## src/rtl/swct_pkg.sv

```systemverilog
// Shared types, constants and a helper function of the stopwatch / count-down timer.
// Used by swct_ctrl, swct_dp and stopwatch_countdown_timer; depends on nothing.
package swct_pkg;

	// Timebase and widths.
	localparam int TICKS_PER_SECOND = 1000;
	localparam int TIME_WIDTH       = 64;
	localparam int NOW_W            = 64;
	localparam int LOAD_W           = 32;
	localparam int FUNC_W           = 3;
	localparam int VAL_W            = 32;
	localparam int MODE_W           = 2;
	localparam int UNIT_W           = 2;

	// Divisor width: wide enough for the largest unit divisor.
	localparam int DIV_W  = $clog2(TICKS_PER_SECOND + 1);
	localparam int MUL_W  = LOAD_W + DIV_W;
	localparam int CNT_W  = $clog2(VAL_W + 1);
	localparam int DIV_MS = ((TICKS_PER_SECOND / 1000) == 0) ? 1 : (TICKS_PER_SECOND / 1000);

	// Input transfer layout.
	localparam int FUNC_LSB    = 0;
	localparam int NOW_LSB     = FUNC_LSB + FUNC_W;
	localparam int LOAD_LSB    = NOW_LSB + NOW_W;
	localparam int IN_W        = LOAD_LSB + LOAD_W;
	localparam int IN_TDATA_W  = ((IN_W + 7) / 8) * 8;

	// Output transfer layout.
	localparam int MODE_LSB    = 0;
	localparam int SHOWN_LSB   = MODE_LSB + MODE_W;
	localparam int VVALID_BIT  = SHOWN_LSB + VAL_W;
	localparam int WRAP_BIT    = VVALID_BIT + 1;
	localparam int ACC_BIT     = WRAP_BIT + 1;
	localparam int OUT_W       = ACC_BIT + 1;
	localparam int OUT_TDATA_W = ((OUT_W + 7) / 8) * 8;

	// Configuration register indexes.
	localparam int CFG_IDX_W = 1;
	localparam int CFG_DATA_W = 2;
	localparam logic [CFG_IDX_W-1:0] REG_COUNT_DOWN = 1'd0;
	localparam logic [CFG_IDX_W-1:0] REG_TIME_UNIT  = 1'd1;

	// Unit codes.
	localparam logic [UNIT_W-1:0] UNIT_TICKS = 2'd0;
	localparam logic [UNIT_W-1:0] UNIT_MS    = 2'd1;
	localparam logic [UNIT_W-1:0] UNIT_S     = 2'd2;

	typedef enum logic [FUNC_W-1:0] {
		FN_RESET = 3'd0,
		FN_START = 3'd1,
		FN_PAUSE = 3'd2,
		FN_CONT  = 3'd3,
		FN_LOAD  = 3'd4,
		FN_READ  = 3'd5
	} func_t;

	typedef enum logic [MODE_W-1:0] {
		RS_READY   = 2'd0,
		RS_LOADED  = 2'd1,
		RS_RUNNING = 2'd2,
		RS_PAUSED  = 2'd3
	} run_state_t;

	typedef enum logic [3:0] {
		OP_NONE       = 4'd0,
		OP_START_NOW  = 4'd1,
		OP_START_ADD  = 4'd2,
		OP_PAUSE      = 4'd3,
		OP_PAUSE_DIFF = 4'd4,
		OP_PAUSE_ACC  = 4'd5,
		OP_LOAD       = 4'd6,
		OP_START_DIFF = 4'd7,
		OP_TICKS_UP   = 4'd8,
		OP_TARGET     = 4'd9,
		OP_TICKS_DOWN = 4'd10
	} dp_op_t;

	typedef enum logic [4:0] {
		S_IDLE  = 5'b00001,
		S_EXEC  = 5'b00010,
		S_STEP2 = 5'b00100,
		S_DIV   = 5'b01000,
		S_FIN   = 5'b10000
	} ctrl_state_t;

	typedef struct packed {
		logic   capture;
		dp_op_t op;
	} dp_cmd_t;

	typedef struct packed {
		logic now_lt_start;
		logic now_lt_pause;
		logic div_done;
	} dp_stat_t;

	typedef struct packed {
		run_state_t mode;
		logic       value_valid;
		logic       wrapped;
		logic       accepted;
	} ctrl_res_t;

	// Divisor for a reading, also the multiplier for a load.
	function automatic logic [DIV_W-1:0] unit_divisor(input logic [UNIT_W-1:0] unit);
		logic [DIV_W-1:0] d;
		case (unit)
			UNIT_MS: d = DIV_W'(DIV_MS);
			UNIT_S:  d = DIV_W'(TICKS_PER_SECOND);
			default: d = DIV_W'(1);
		endcase
		return d;
	endfunction

endpackage

```

## src/rtl/swct_ctrl.sv

```systemverilog
// Sequencing controller of the timer: command decode, run state and result flags.
// Uses swct_pkg; drives swct_dp through a command struct and reads its status.
module swct_ctrl (
	input  logic                            clk,
	input  logic                            arst_n,
	input  logic                            in_valid,
	output logic                            in_ready,
	input  logic [swct_pkg::FUNC_W-1:0]     func,
	input  logic                            count_down,
	input  swct_pkg::dp_stat_t              stat,
	input  logic                            out_free,
	output swct_pkg::dp_cmd_t               cmd,
	output swct_pkg::ctrl_res_t             res,
	output logic                            res_load
);

	swct_pkg::ctrl_state_t state_q, state_d;
	swct_pkg::run_state_t  run_q, run_d;
	swct_pkg::dp_op_t      step2_q, step2_d;
	logic [swct_pkg::FUNC_W-1:0] func_q;
	logic acc_q, acc_d, wrap_q, wrap_d, vld_q, vld_d;

	always_comb begin
		state_d  = state_q;
		run_d    = run_q;
		step2_d  = step2_q;
		acc_d    = acc_q;
		wrap_d   = wrap_q;
		vld_d    = vld_q;
		cmd      = '{capture: 1'b0, op: swct_pkg::OP_NONE};
		res_load = 1'b0;
		case (state_q)
			swct_pkg::S_IDLE: begin
				if (in_valid) begin
					cmd.capture = 1'b1;
					acc_d       = 1'b0;
					wrap_d      = 1'b0;
					vld_d       = 1'b0;
					state_d     = swct_pkg::S_EXEC;
				end
			end
			swct_pkg::S_EXEC: begin
				state_d = swct_pkg::S_FIN;
				case (func_q)
					swct_pkg::FN_RESET: begin
						run_d = swct_pkg::RS_READY;
						acc_d = 1'b1;
					end
					swct_pkg::FN_START: begin
						if (!count_down && run_q == swct_pkg::RS_READY) begin
							cmd.op = swct_pkg::OP_START_NOW;
							run_d  = swct_pkg::RS_RUNNING;
							acc_d  = 1'b1;
						end else if (count_down && run_q == swct_pkg::RS_LOADED) begin
							cmd.op = swct_pkg::OP_START_ADD;
							run_d  = swct_pkg::RS_RUNNING;
							acc_d  = 1'b1;
						end
					end
					swct_pkg::FN_PAUSE: begin
						if (run_q == swct_pkg::RS_RUNNING) begin
							cmd.op = swct_pkg::OP_PAUSE;
							run_d  = swct_pkg::RS_PAUSED;
							acc_d  = 1'b1;
						end
					end
					swct_pkg::FN_CONT: begin
						if (run_q == swct_pkg::RS_PAUSED) begin
							acc_d = 1'b1;
							if (stat.now_lt_pause) begin
								wrap_d = 1'b1;
								run_d  = swct_pkg::RS_READY;
							end else begin
								cmd.op  = swct_pkg::OP_PAUSE_DIFF;
								step2_d = swct_pkg::OP_PAUSE_ACC;
								run_d   = swct_pkg::RS_RUNNING;
								state_d = swct_pkg::S_STEP2;
							end
						end
					end
					swct_pkg::FN_LOAD: begin
						if (count_down && run_q == swct_pkg::RS_READY) begin
							cmd.op = swct_pkg::OP_LOAD;
							run_d  = swct_pkg::RS_LOADED;
							acc_d  = 1'b1;
						end
					end
					swct_pkg::FN_READ: begin
						acc_d = 1'b1;
						if (run_q == swct_pkg::RS_RUNNING) begin
							if (!count_down) begin
								if (stat.now_lt_start) begin
									wrap_d = 1'b1;
									run_d  = swct_pkg::RS_READY;
								end else begin
									cmd.op  = swct_pkg::OP_START_DIFF;
									step2_d = swct_pkg::OP_TICKS_UP;
									vld_d   = 1'b1;
									state_d = swct_pkg::S_STEP2;
								end
							end else begin
								cmd.op  = swct_pkg::OP_TARGET;
								step2_d = swct_pkg::OP_TICKS_DOWN;
								vld_d   = 1'b1;
								state_d = swct_pkg::S_STEP2;
							end
						end
					end
					default: begin
					end
				endcase
			end
			swct_pkg::S_STEP2: begin
				cmd.op  = step2_q;
				state_d = (step2_q == swct_pkg::OP_PAUSE_ACC) ? swct_pkg::S_FIN
				                                              : swct_pkg::S_DIV;
			end
			swct_pkg::S_DIV: begin
				if (stat.div_done) begin
					state_d = swct_pkg::S_FIN;
				end
			end
			swct_pkg::S_FIN: begin
				if (out_free) begin
					res_load = 1'b1;
					state_d  = swct_pkg::S_IDLE;
				end
			end
			default: begin
				state_d = swct_pkg::S_IDLE;
			end
		endcase
	end

	always_ff @(posedge clk or negedge arst_n) begin
		if (!arst_n) begin
			state_q <= swct_pkg::S_IDLE;
			run_q   <= swct_pkg::RS_READY;
			step2_q <= swct_pkg::OP_NONE;
			acc_q   <= 1'b0;
			wrap_q  <= 1'b0;
			vld_q   <= 1'b0;
		end else begin
			state_q <= state_d;
			run_q   <= run_d;
			step2_q <= step2_d;
			acc_q   <= acc_d;
			wrap_q  <= wrap_d;
			vld_q   <= vld_d;
		end
	end

	always_ff @(posedge clk) begin
		if (cmd.capture) begin
			func_q <= func;
		end
	end

	assign in_ready = (state_q == swct_pkg::S_IDLE);
	assign res      = '{mode: run_q, value_valid: vld_q, wrapped: wrap_q, accepted: acc_q};

endmodule

```

## src/rtl/swct_dp.sv

```systemverilog
// Datapath of the timer: time registers, one wide adder step per cycle,
// the load multiplier and a bit-serial divider. Uses swct_pkg; driven by swct_ctrl.
module swct_dp (
	input  logic                             clk,
	input  logic                             arst_n,
	input  swct_pkg::dp_cmd_t                cmd,
	input  logic [swct_pkg::NOW_W-1:0]       now,
	input  logic [swct_pkg::LOAD_W-1:0]      load_value,
	input  logic [swct_pkg::UNIT_W-1:0]      time_unit,
	output swct_pkg::dp_stat_t               stat,
	output logic [swct_pkg::VAL_W-1:0]       quotient
);

	localparam int TW = swct_pkg::TIME_WIDTH;
	localparam int DW = swct_pkg::DIV_W;
	localparam int VW = swct_pkg::VAL_W;
	localparam int MW = swct_pkg::MUL_W;

	logic [TW-1:0] now_q, start_q, pause_q, paused_q, diff_q;
	logic [swct_pkg::LOAD_W-1:0] load_q;
	logic [VW-1:0] dvd_q;
	logic [DW-1:0] rem_q;
	logic [swct_pkg::CNT_W-1:0] cnt_q;

	logic [DW-1:0]    divisor;
	logic [MW-1:0]    prod;
	logic [TW+MW-1:0] prod_ext;
	logic [TW-1:0]    ticks_up, ticks_down;
	logic [DW:0]      trial, trial_sub;
	logic             trial_ge;

	assign divisor   = swct_pkg::unit_divisor(time_unit);
	assign prod      = MW'(load_q) * MW'(divisor);
	assign prod_ext  = {{TW{1'b0}}, prod};
	assign ticks_up  = diff_q - paused_q;
	assign ticks_down = diff_q - now_q;

	// One restoring division step: shift in the next dividend bit and try the subtraction.
	assign trial     = {rem_q, dvd_q[VW-1]};
	assign trial_sub = trial - {1'b0, divisor};
	assign trial_ge  = (trial >= {1'b0, divisor});

	always_ff @(posedge clk or negedge arst_n) begin
		if (!arst_n) begin
			start_q  <= '0;
			pause_q  <= '0;
			paused_q <= '0;
			cnt_q    <= '0;
		end else begin
			case (cmd.op)
				swct_pkg::OP_START_NOW: begin
					start_q  <= now_q;
					paused_q <= '0;
				end
				swct_pkg::OP_START_ADD: begin
					start_q  <= start_q + now_q;
					paused_q <= '0;
				end
				swct_pkg::OP_PAUSE:     pause_q  <= now_q;
				swct_pkg::OP_PAUSE_ACC: paused_q <= paused_q + diff_q;
				swct_pkg::OP_LOAD:      start_q  <= prod_ext[TW-1:0];
				default: begin
				end
			endcase
			if (cmd.op == swct_pkg::OP_TICKS_UP || cmd.op == swct_pkg::OP_TICKS_DOWN) begin
				cnt_q <= swct_pkg::CNT_W'(VW);
			end else if (cnt_q != '0) begin
				cnt_q <= cnt_q - 1'b1;
			end
		end
	end

	always_ff @(posedge clk) begin
		if (cmd.capture) begin
			now_q  <= now[TW-1:0];
			load_q <= load_value;
		end
		case (cmd.op)
			swct_pkg::OP_PAUSE_DIFF: diff_q <= now_q - pause_q;
			swct_pkg::OP_START_DIFF: diff_q <= now_q - start_q;
			swct_pkg::OP_TARGET:     diff_q <= start_q + paused_q;
			swct_pkg::OP_TICKS_UP: begin
				dvd_q <= ticks_up[VW-1:0];
				rem_q <= '0;
			end
			swct_pkg::OP_TICKS_DOWN: begin
				// Past zero a count-down reads nothing left.
				dvd_q <= (now_q > diff_q) ? '0 : ticks_down[VW-1:0];
				rem_q <= '0;
			end
			default: begin
				if (cnt_q != '0) begin
					rem_q <= trial_ge ? trial_sub[DW-1:0] : trial[DW-1:0];
					dvd_q <= {dvd_q[VW-2:0], trial_ge};
				end
			end
		endcase
	end

	assign stat.now_lt_start = (now_q < start_q);
	assign stat.now_lt_pause = (now_q < pause_q);
	assign stat.div_done     = (cnt_q == '0);
	assign quotient          = dvd_q;

endmodule

```

## src/rtl/stopwatch_countdown_timer.sv

```systemverilog
// Top level of the stopwatch / count-down timer: configuration registers, output register
// and the assembly of controller and datapath. Uses swct_pkg, swct_ctrl and swct_dp.
//
// Each command arrives as one transfer on the s_ channel and produces exactly one result
// transfer on the m_ channel, in order. The user must write configuration (count_down,
// time_unit) via cfg_we / cfg_index / cfg_data only while the block is idle; the block
// does not enforce it. A write takes effect at the next clock edge, never read back.
//
// After its transfer is accepted, a command passes the execute state and then the finish
// state, which loads the result into the output register; a continue that does not wrap
// adds its paused time in a step between them. A read while running that does not wrap
// forms a 64-bit sum or difference in the execute state and the tick count in a further
// 64-bit step, then runs a restoring divider that produces one quotient bit per cycle,
// waits for it to finish and loads the result. Commands are handled one at a time:
// s_tready is high only while no command is in work.
// A finished result waits in the output register, so the next command is taken while the
// receiver still stalls; its result is held back until the output register is free.
//
// Reset clears the run state to ready, the start, pause and paused time to zero, the
// configuration to stopwatch with raw ticks and empties the output register.
module stopwatch_countdown_timer (
	input  logic                                  clk,
	input  logic                                  arst_n,
	input  logic                                  s_tvalid,
	output logic                                  s_tready,
	// func [2:0], now [66:3], load_value [98:67], zero fill above
	input  logic [swct_pkg::IN_TDATA_W-1:0]       s_tdata,
	output logic                                  m_tvalid,
	input  logic                                  m_tready,
	// mode [1:0], shown_value [33:2], value_valid [34], wrapped [35], accepted [36],
	// zero fill above
	output logic [swct_pkg::OUT_TDATA_W-1:0]      m_tdata,
	input  logic                                  cfg_we,
	input  logic [swct_pkg::CFG_IDX_W-1:0]        cfg_index,
	input  logic [swct_pkg::CFG_DATA_W-1:0]       cfg_data
);

	logic                             count_down_q;
	logic [swct_pkg::UNIT_W-1:0]      time_unit_q;
	swct_pkg::dp_cmd_t                cmd;
	swct_pkg::dp_stat_t               stat;
	swct_pkg::ctrl_res_t              res;
	logic                             res_load;
	logic                             out_free;
	logic [swct_pkg::VAL_W-1:0]       quotient;
	logic [swct_pkg::VAL_W-1:0]       shown;
	logic                             m_tvalid_q;
	logic [swct_pkg::OUT_TDATA_W-1:0] m_tdata_q;

	// Configuration registers.
	always_ff @(posedge clk or negedge arst_n) begin
		if (!arst_n) begin
			count_down_q <= 1'b0;
			time_unit_q  <= swct_pkg::UNIT_TICKS;
		end else if (cfg_we) begin
			case (cfg_index)
				swct_pkg::REG_COUNT_DOWN: count_down_q <= cfg_data[0];
				swct_pkg::REG_TIME_UNIT:  time_unit_q  <= cfg_data[swct_pkg::UNIT_W-1:0];
				default: begin
				end
			endcase
		end
	end

	swct_ctrl u_ctrl (
		.clk        (clk),
		.arst_n     (arst_n),
		.in_valid   (s_tvalid),
		.in_ready   (s_tready),
		.func       (s_tdata[swct_pkg::FUNC_LSB +: swct_pkg::FUNC_W]),
		.count_down (count_down_q),
		.stat       (stat),
		.out_free   (out_free),
		.cmd        (cmd),
		.res        (res),
		.res_load   (res_load)
	);

	swct_dp u_dp (
		.clk        (clk),
		.arst_n     (arst_n),
		.cmd        (cmd),
		.now        (s_tdata[swct_pkg::NOW_LSB +: swct_pkg::NOW_W]),
		.load_value (s_tdata[swct_pkg::LOAD_LSB +: swct_pkg::LOAD_W]),
		.time_unit  (time_unit_q),
		.stat       (stat),
		.quotient   (quotient)
	);

	// The output register may be refilled in the cycle that its current result is taken.
	assign out_free = !m_tvalid_q || m_tready;
	// Without a reading the shown value is zero, whatever the divider holds.
	assign shown    = res.value_valid ? quotient : '0;

	always_ff @(posedge clk or negedge arst_n) begin
		if (!arst_n) begin
			m_tvalid_q <= 1'b0;
		end else if (res_load) begin
			m_tvalid_q <= 1'b1;
		end else if (m_tready) begin
			m_tvalid_q <= 1'b0;
		end
	end

	always_ff @(posedge clk) begin
		if (res_load) begin
			m_tdata_q <= swct_pkg::OUT_TDATA_W'({res.accepted, res.wrapped, res.value_valid,
			                                     shown, res.mode});
		end
	end

	assign m_tvalid = m_tvalid_q;
	assign m_tdata  = m_tdata_q;

	// After a transfer the command is still in work in the following cycle.
	a_busy_after_accept: assert property (@(posedge clk) disable iff (!arst_n)
		(s_tvalid && s_tready) |=> !s_tready)
		else $error("input taken again straight after a transfer");

	// A reading is only ever given for an accepted command.
	a_valid_needs_acc: assert property (@(posedge clk) disable iff (!arst_n)
		m_tvalid |-> (!m_tdata[swct_pkg::VVALID_BIT] || m_tdata[swct_pkg::ACC_BIT]))
		else $error("reading without accepted command");

	// A backwards clock leaves the block in ready, with no reading.
	a_wrap_ready: assert property (@(posedge clk) disable iff (!arst_n)
		(m_tvalid && m_tdata[swct_pkg::WRAP_BIT]) |->
		(m_tdata[swct_pkg::MODE_LSB +: swct_pkg::MODE_W] == swct_pkg::RS_READY
		 && !m_tdata[swct_pkg::VVALID_BIT]))
		else $error("wrapped result not in ready");

	// A result never overwrites one that is still waiting.
	a_no_overwrite: assert property (@(posedge clk) disable iff (!arst_n)
		res_load |-> (!m_tvalid || m_tready))
		else $error("output register overwritten while stalled");

endmodule
```

## config.mk

```make
export PLATFORM = sky130hd
export DESIGN_NAME = stopwatch_countdown_timer
export DESIGN_NICKNAME = d
export VERILOG_FILES = /design/src/rtl/swct_pkg.sv /design/src/rtl/swct_ctrl.sv /design/src/rtl/swct_dp.sv /design/src/rtl/stopwatch_countdown_timer.sv
export SDC_FILE = /design/constraint.sdc
export NUM_CORES = 2
export LEC_CHECK = 0
export BUFFER_PORTS_ARGS = -buffer_cell sky130_fd_sc_hd__clkbuf_2
export CORE_ASPECT_RATIO = 0.9
export CORE_MARGIN = 10
export CORE_UTILIZATION = 45
export CTS_CLUSTER_SIZE = 30
export DETAILED_ROUTE_END_ITERATION = 12
export SLEW_MARGIN = 40
export SYNTH_ARGS = -nofsm -noshare
export SYNTH_HDL_FRONTEND = slang
export SYNTH_SLANG_ARGS = --single-unit
```

## constraint.sdc

```tcl
create_clock -name clk -period 14.2 [get_ports clk]
set_clock_uncertainty 0.05 [all_clocks]
set_input_delay 2.13 -clock clk [delete_from_list [all_inputs] [get_ports clk]]
set_output_delay 2.13 -clock clk [all_outputs]
set_load 0.1 [all_outputs]
```

==> results summary <==
The wire length after detailed routing came out at 164 mm. The residual antenna-violating net count after detailed routing is 0. The clock insertion delay at the later pin of the skew report is 710 ps. The category of the worst setup path launch point is a flop. The library cell used as clock root buffer is sky130_fd_sc_hd__clkbuf_16.

The cell depth of the worst flop-to-flop path is 25. The transition at the pin with the smallest max-transition slack came out at about 900 ps. Buffers inserted to repair hold after CTS numbered 0.

The post-synthesis to final-layout area growth came out at 8.07%. The number of pins with negative max-slew slack in the final report was 0. The final number of hold-violating endpoints came to 0. After detailed routing, the average wire length per cell comes to 22.3 um.

The reported leakage power is around 0.024 uW. Timing would allow up to 128 MHz. The part of the cycle the worst path needs is 55.0%.

The required time of the worst setup path is 14,740 ps. Before antenna repair, the detailed router went through 5 iterations. Entering global routing, the biggest net connects 96 pins.

In the layout the commonest cells are sky130_fd_sc_hd__inv_1, sky130_fd_sc_hd__ha_1, sky130_fd_sc_hd__a21oi_1. The proportion of synthesized flip-flops having asynchronous set or reset is 47.0%. The number of enable flip-flop cells after synthesis is 242. The overall overflow remaining after global route is 0.

The maximum fanout along the worst path is 64. The relative slew slack is around 40%. The die width is 369 um. The height of the die is about 330 um.

The number of design rule violations left after detail routing is 0. The placed instance count came out at 7,265. Leaving out fill and tap cells, the most frequent cell in the layout is sky130_fd_sc_hd__inv_1. The full die area came out at 0.124 sq mm. The worst stage delay on the critical path came out at 580 ps.

The last weighted congestion value of the routability-driven placer is ~0.95. The number of buffers added by the clock tree synthesis step is 58. In this run the core area contains ~120 standard-cell rows. The number of nets at the end of the flow came out at 6,666. During placement, the flow inserted port buffers numbering 145. Setup total negative slack on the finished layout was measured at 0 ps.

The run finished with clean final reports. The clock sink count came out at 457. The number of warnings issued by yosys is 0.

Setup repair after global routing left no endpoint under its margin. The topmost layer with routed signal wires is met4. The critical path in this run is classified as reg2reg. Post-CTS repair changed the size of 0 cells.

The synthesized netlist occupies a cell area of 0.0495 sq mm. The worst register-to-register path ends at u_dp.start_q[39]. The startpoint identified for the worst hold timing path is u_ctrl.acc_q. The fraction of layout cells with a size suffix above 1 came out at 7.41%. The register clock-pin slew on the reported worst setup and hold paths is 70 ps. The synthesized instance count came out at a little under 6,000. The H-tree depth reported by CTS is 2. 154 I/O pins were placed. The count of cells in the finished layout, fillers not included, comes to 7,376. The final HPWL from detailed placement is 132 mm. The register-to-register setup slack is 6390 ps. The number of global-route vias before repair came to 41,300. The cell depth of the worst hold path is 0.

Power spread over the standard cell area amounts to 193 mW/mm^2. The final number of setup-violating endpoints is 0. The met2 wire length came out at 64.4 mm. The global-route wire length before repair is 250 mm.

The worst hold path terminates at m_tdata[36]. In this run the deepest clock path goes through 3 buffers. The count of routing violations after the opening detailed-route iteration is around 4,300. The slowest stage cell on the critical path is sky130_fd_sc_hd__nor2b_4. The post-CTS setup repair buffer count came out at 0.

The sequential-to-total area share from yosys stat came out at roughly a quarter. The amount of wire on met3 after detailed routing came out at 14.0 mm. The initial antenna violation count is 4. The effective utilization at floorplan is 45.3%. The worst-case IR drop observed on VDD is 0.123 mV. The total of max-cap violations is 0. The worst hold path belongs to the class reg2reg. The total global-route track usage is between 20% and 30%. After synthesis, the mean cell area works out to ~8.4 sq um. The per-cell via count in the routed design came out at 5.92. The total via count after detailed routing came out at approximately 44,000. TritonCTS built the clock tree. The count of unique library cells instantiated by Yosys is between 100 and 150.

The worst setup path is captured at a flop. The flop and latch count out of synthesis is 457. The startpoint identified for the worst register-to-register timing path is time_unit_q[0]. The detailed router put a total of between 80 and 90 mm of wire on met1. By instance count, the cell type seen most on the critical path is sky130_fd_sc_hd__inv_1. The area of the core is 0.109 sq mm. For this run, the leading register cell type out of synthesis is sky130_fd_sc_hd__edfxtp_1. The post-layout minimum cycle time is 7810 ps. The arrival time of the worst setup path is 8360 ps.
==> flip-flops by register name (all words and copies together), names as in the netlist, 3 cells and up <==
register,cells
u_ctrl.step2_q,3
u_dp.diff_q,64
u_dp.paused_q,64
u_dp.rem_q,10
u_dp.load_q,32
m_tdata,37
u_dp.start_q,64
u_dp.now_q,64
u_ctrl.func_q,3
u_dp.pause_q,64
u_dp.quotient,32
u_ctrl.state_q,5
u_dp.cnt_q,6
==> metrics by stage <==
stage | power (uW) | area [sq um] | util, % | setup slack, ps | hold slack (ps)
5_1_grt | 11200 | 53400 | 48.9 | 5810 | 406
6_report | 10300 | 53400 | 48.9 | 6390 | 401
3_5_place_dp | 8540 | 51400 | 47.1 | 6430 | 387
2_1_floorplan | 6830 | 49500 | - | 3260 | 373
4_1_cts | 10200 | 53400 | 48.9 | 6400 | 400
3_3_place_gp | 8510 | 51300 | 47.0 | 6570 | 383
==> per-layer routing <==
metal | up-vias | GRT usage (%)
li1 | 20900 | -
met4 | 0 | 5.30
met2 | 1574 | 35.8
met1 | 21000 | 41.1
met5 | - | 0
met3 | 179 | 3.68
==> how the worst max path moves through the flow <==
stage	end	slack (ps)	start	cells past startpoint
3_5_place_dp	u_dp.start_q[39]	6430	time_unit_q[0]	25
3_3_place_gp	u_dp.start_q[41]	6570	time_unit_q[0]	25
6_report	u_dp.start_q[39]	6390	time_unit_q[0]	25
4_1_cts	u_dp.start_q[39]	6400	time_unit_q[0]	25
2_1_floorplan	u_dp.quotient[0]	3260	u_dp.now_q[1]	14
5_1_grt	u_dp.start_q[39]	5810	time_unit_q[0]	25
==> Yosys cell counts, types with 101 or more instances <==
master,instances,area (sq um)
sky130_fd_sc_hd__a21o_1,187,1400
sky130_fd_sc_hd__a21oi_1,498,2490
sky130_fd_sc_hd__clkbuf_1,169,634
sky130_fd_sc_hd__dfrtp_1,214,5360
sky130_fd_sc_hd__edfxtp_1,242,7270
sky130_fd_sc_hd__fa_1,132,2640
sky130_fd_sc_hd__ha_1,559,6990
sky130_fd_sc_hd__inv_1,655,2460
sky130_fd_sc_hd__nand2_1,466,1750
sky130_fd_sc_hd__nand3_1,105,526
sky130_fd_sc_hd__nor2_1,346,1300
sky130_fd_sc_hd__nor3_1,101,505
sky130_fd_sc_hd__o21ai_0,376,1880
sky130_fd_sc_hd__xnor2_1,303,2650
sky130_fd_sc_hd__xor2_1,128,1120
==> final cells by class <==
type | instances | area [sq um]
well taps | 1462 | 1830
multi-input cells | 4495 | 33300
repair buffers | 190 | 1110
clock inverters | 39 | 495
diodes | 1 | 2.50
clock buffers | 71 | 1540
fillers | 10700 | 55800
inverters | 661 | 2480
flip-flops and latches | 457 | 12600
==> worst max-delay path: cells and delay by family (launching register included) <==
family | cells | cell delay [ps]
buffers and inverters | 6 | 1100
AND/OR/NAND/NOR | 6 | 1720
AO/OA/AOI/OAI | 6 | 1830
adder cells (fa/ha/maj) | 6 | 2320
flip-flops | 1 | 400
XOR/XNOR | 1 | 200
==> cells by family (layout without fill, tap and decap cells) <==
logic type,Yosys count,count (layout),synth area share (%)
xor gates and xnor gates,431,431,7.63
and+or+nand+nor,1479,1479,14.4
DFF,457,457,25.6
buffers and inverters,929,961,7.36
muxes,48,48,1.07
other,2,7,0.0152
adders and majority gates,692,692,19.5
AOI/OAI and AO/OA,1839,1839,24.4
==> report_power, final <==
part	total, uW	switching (uW)	internal (uW)
combinational	6490	4040	2450
sequential	2200	456	1740
clock	1610	674	941
total	10300	5170	5130
Note: power is estimated with default switching activity, not from simulation.
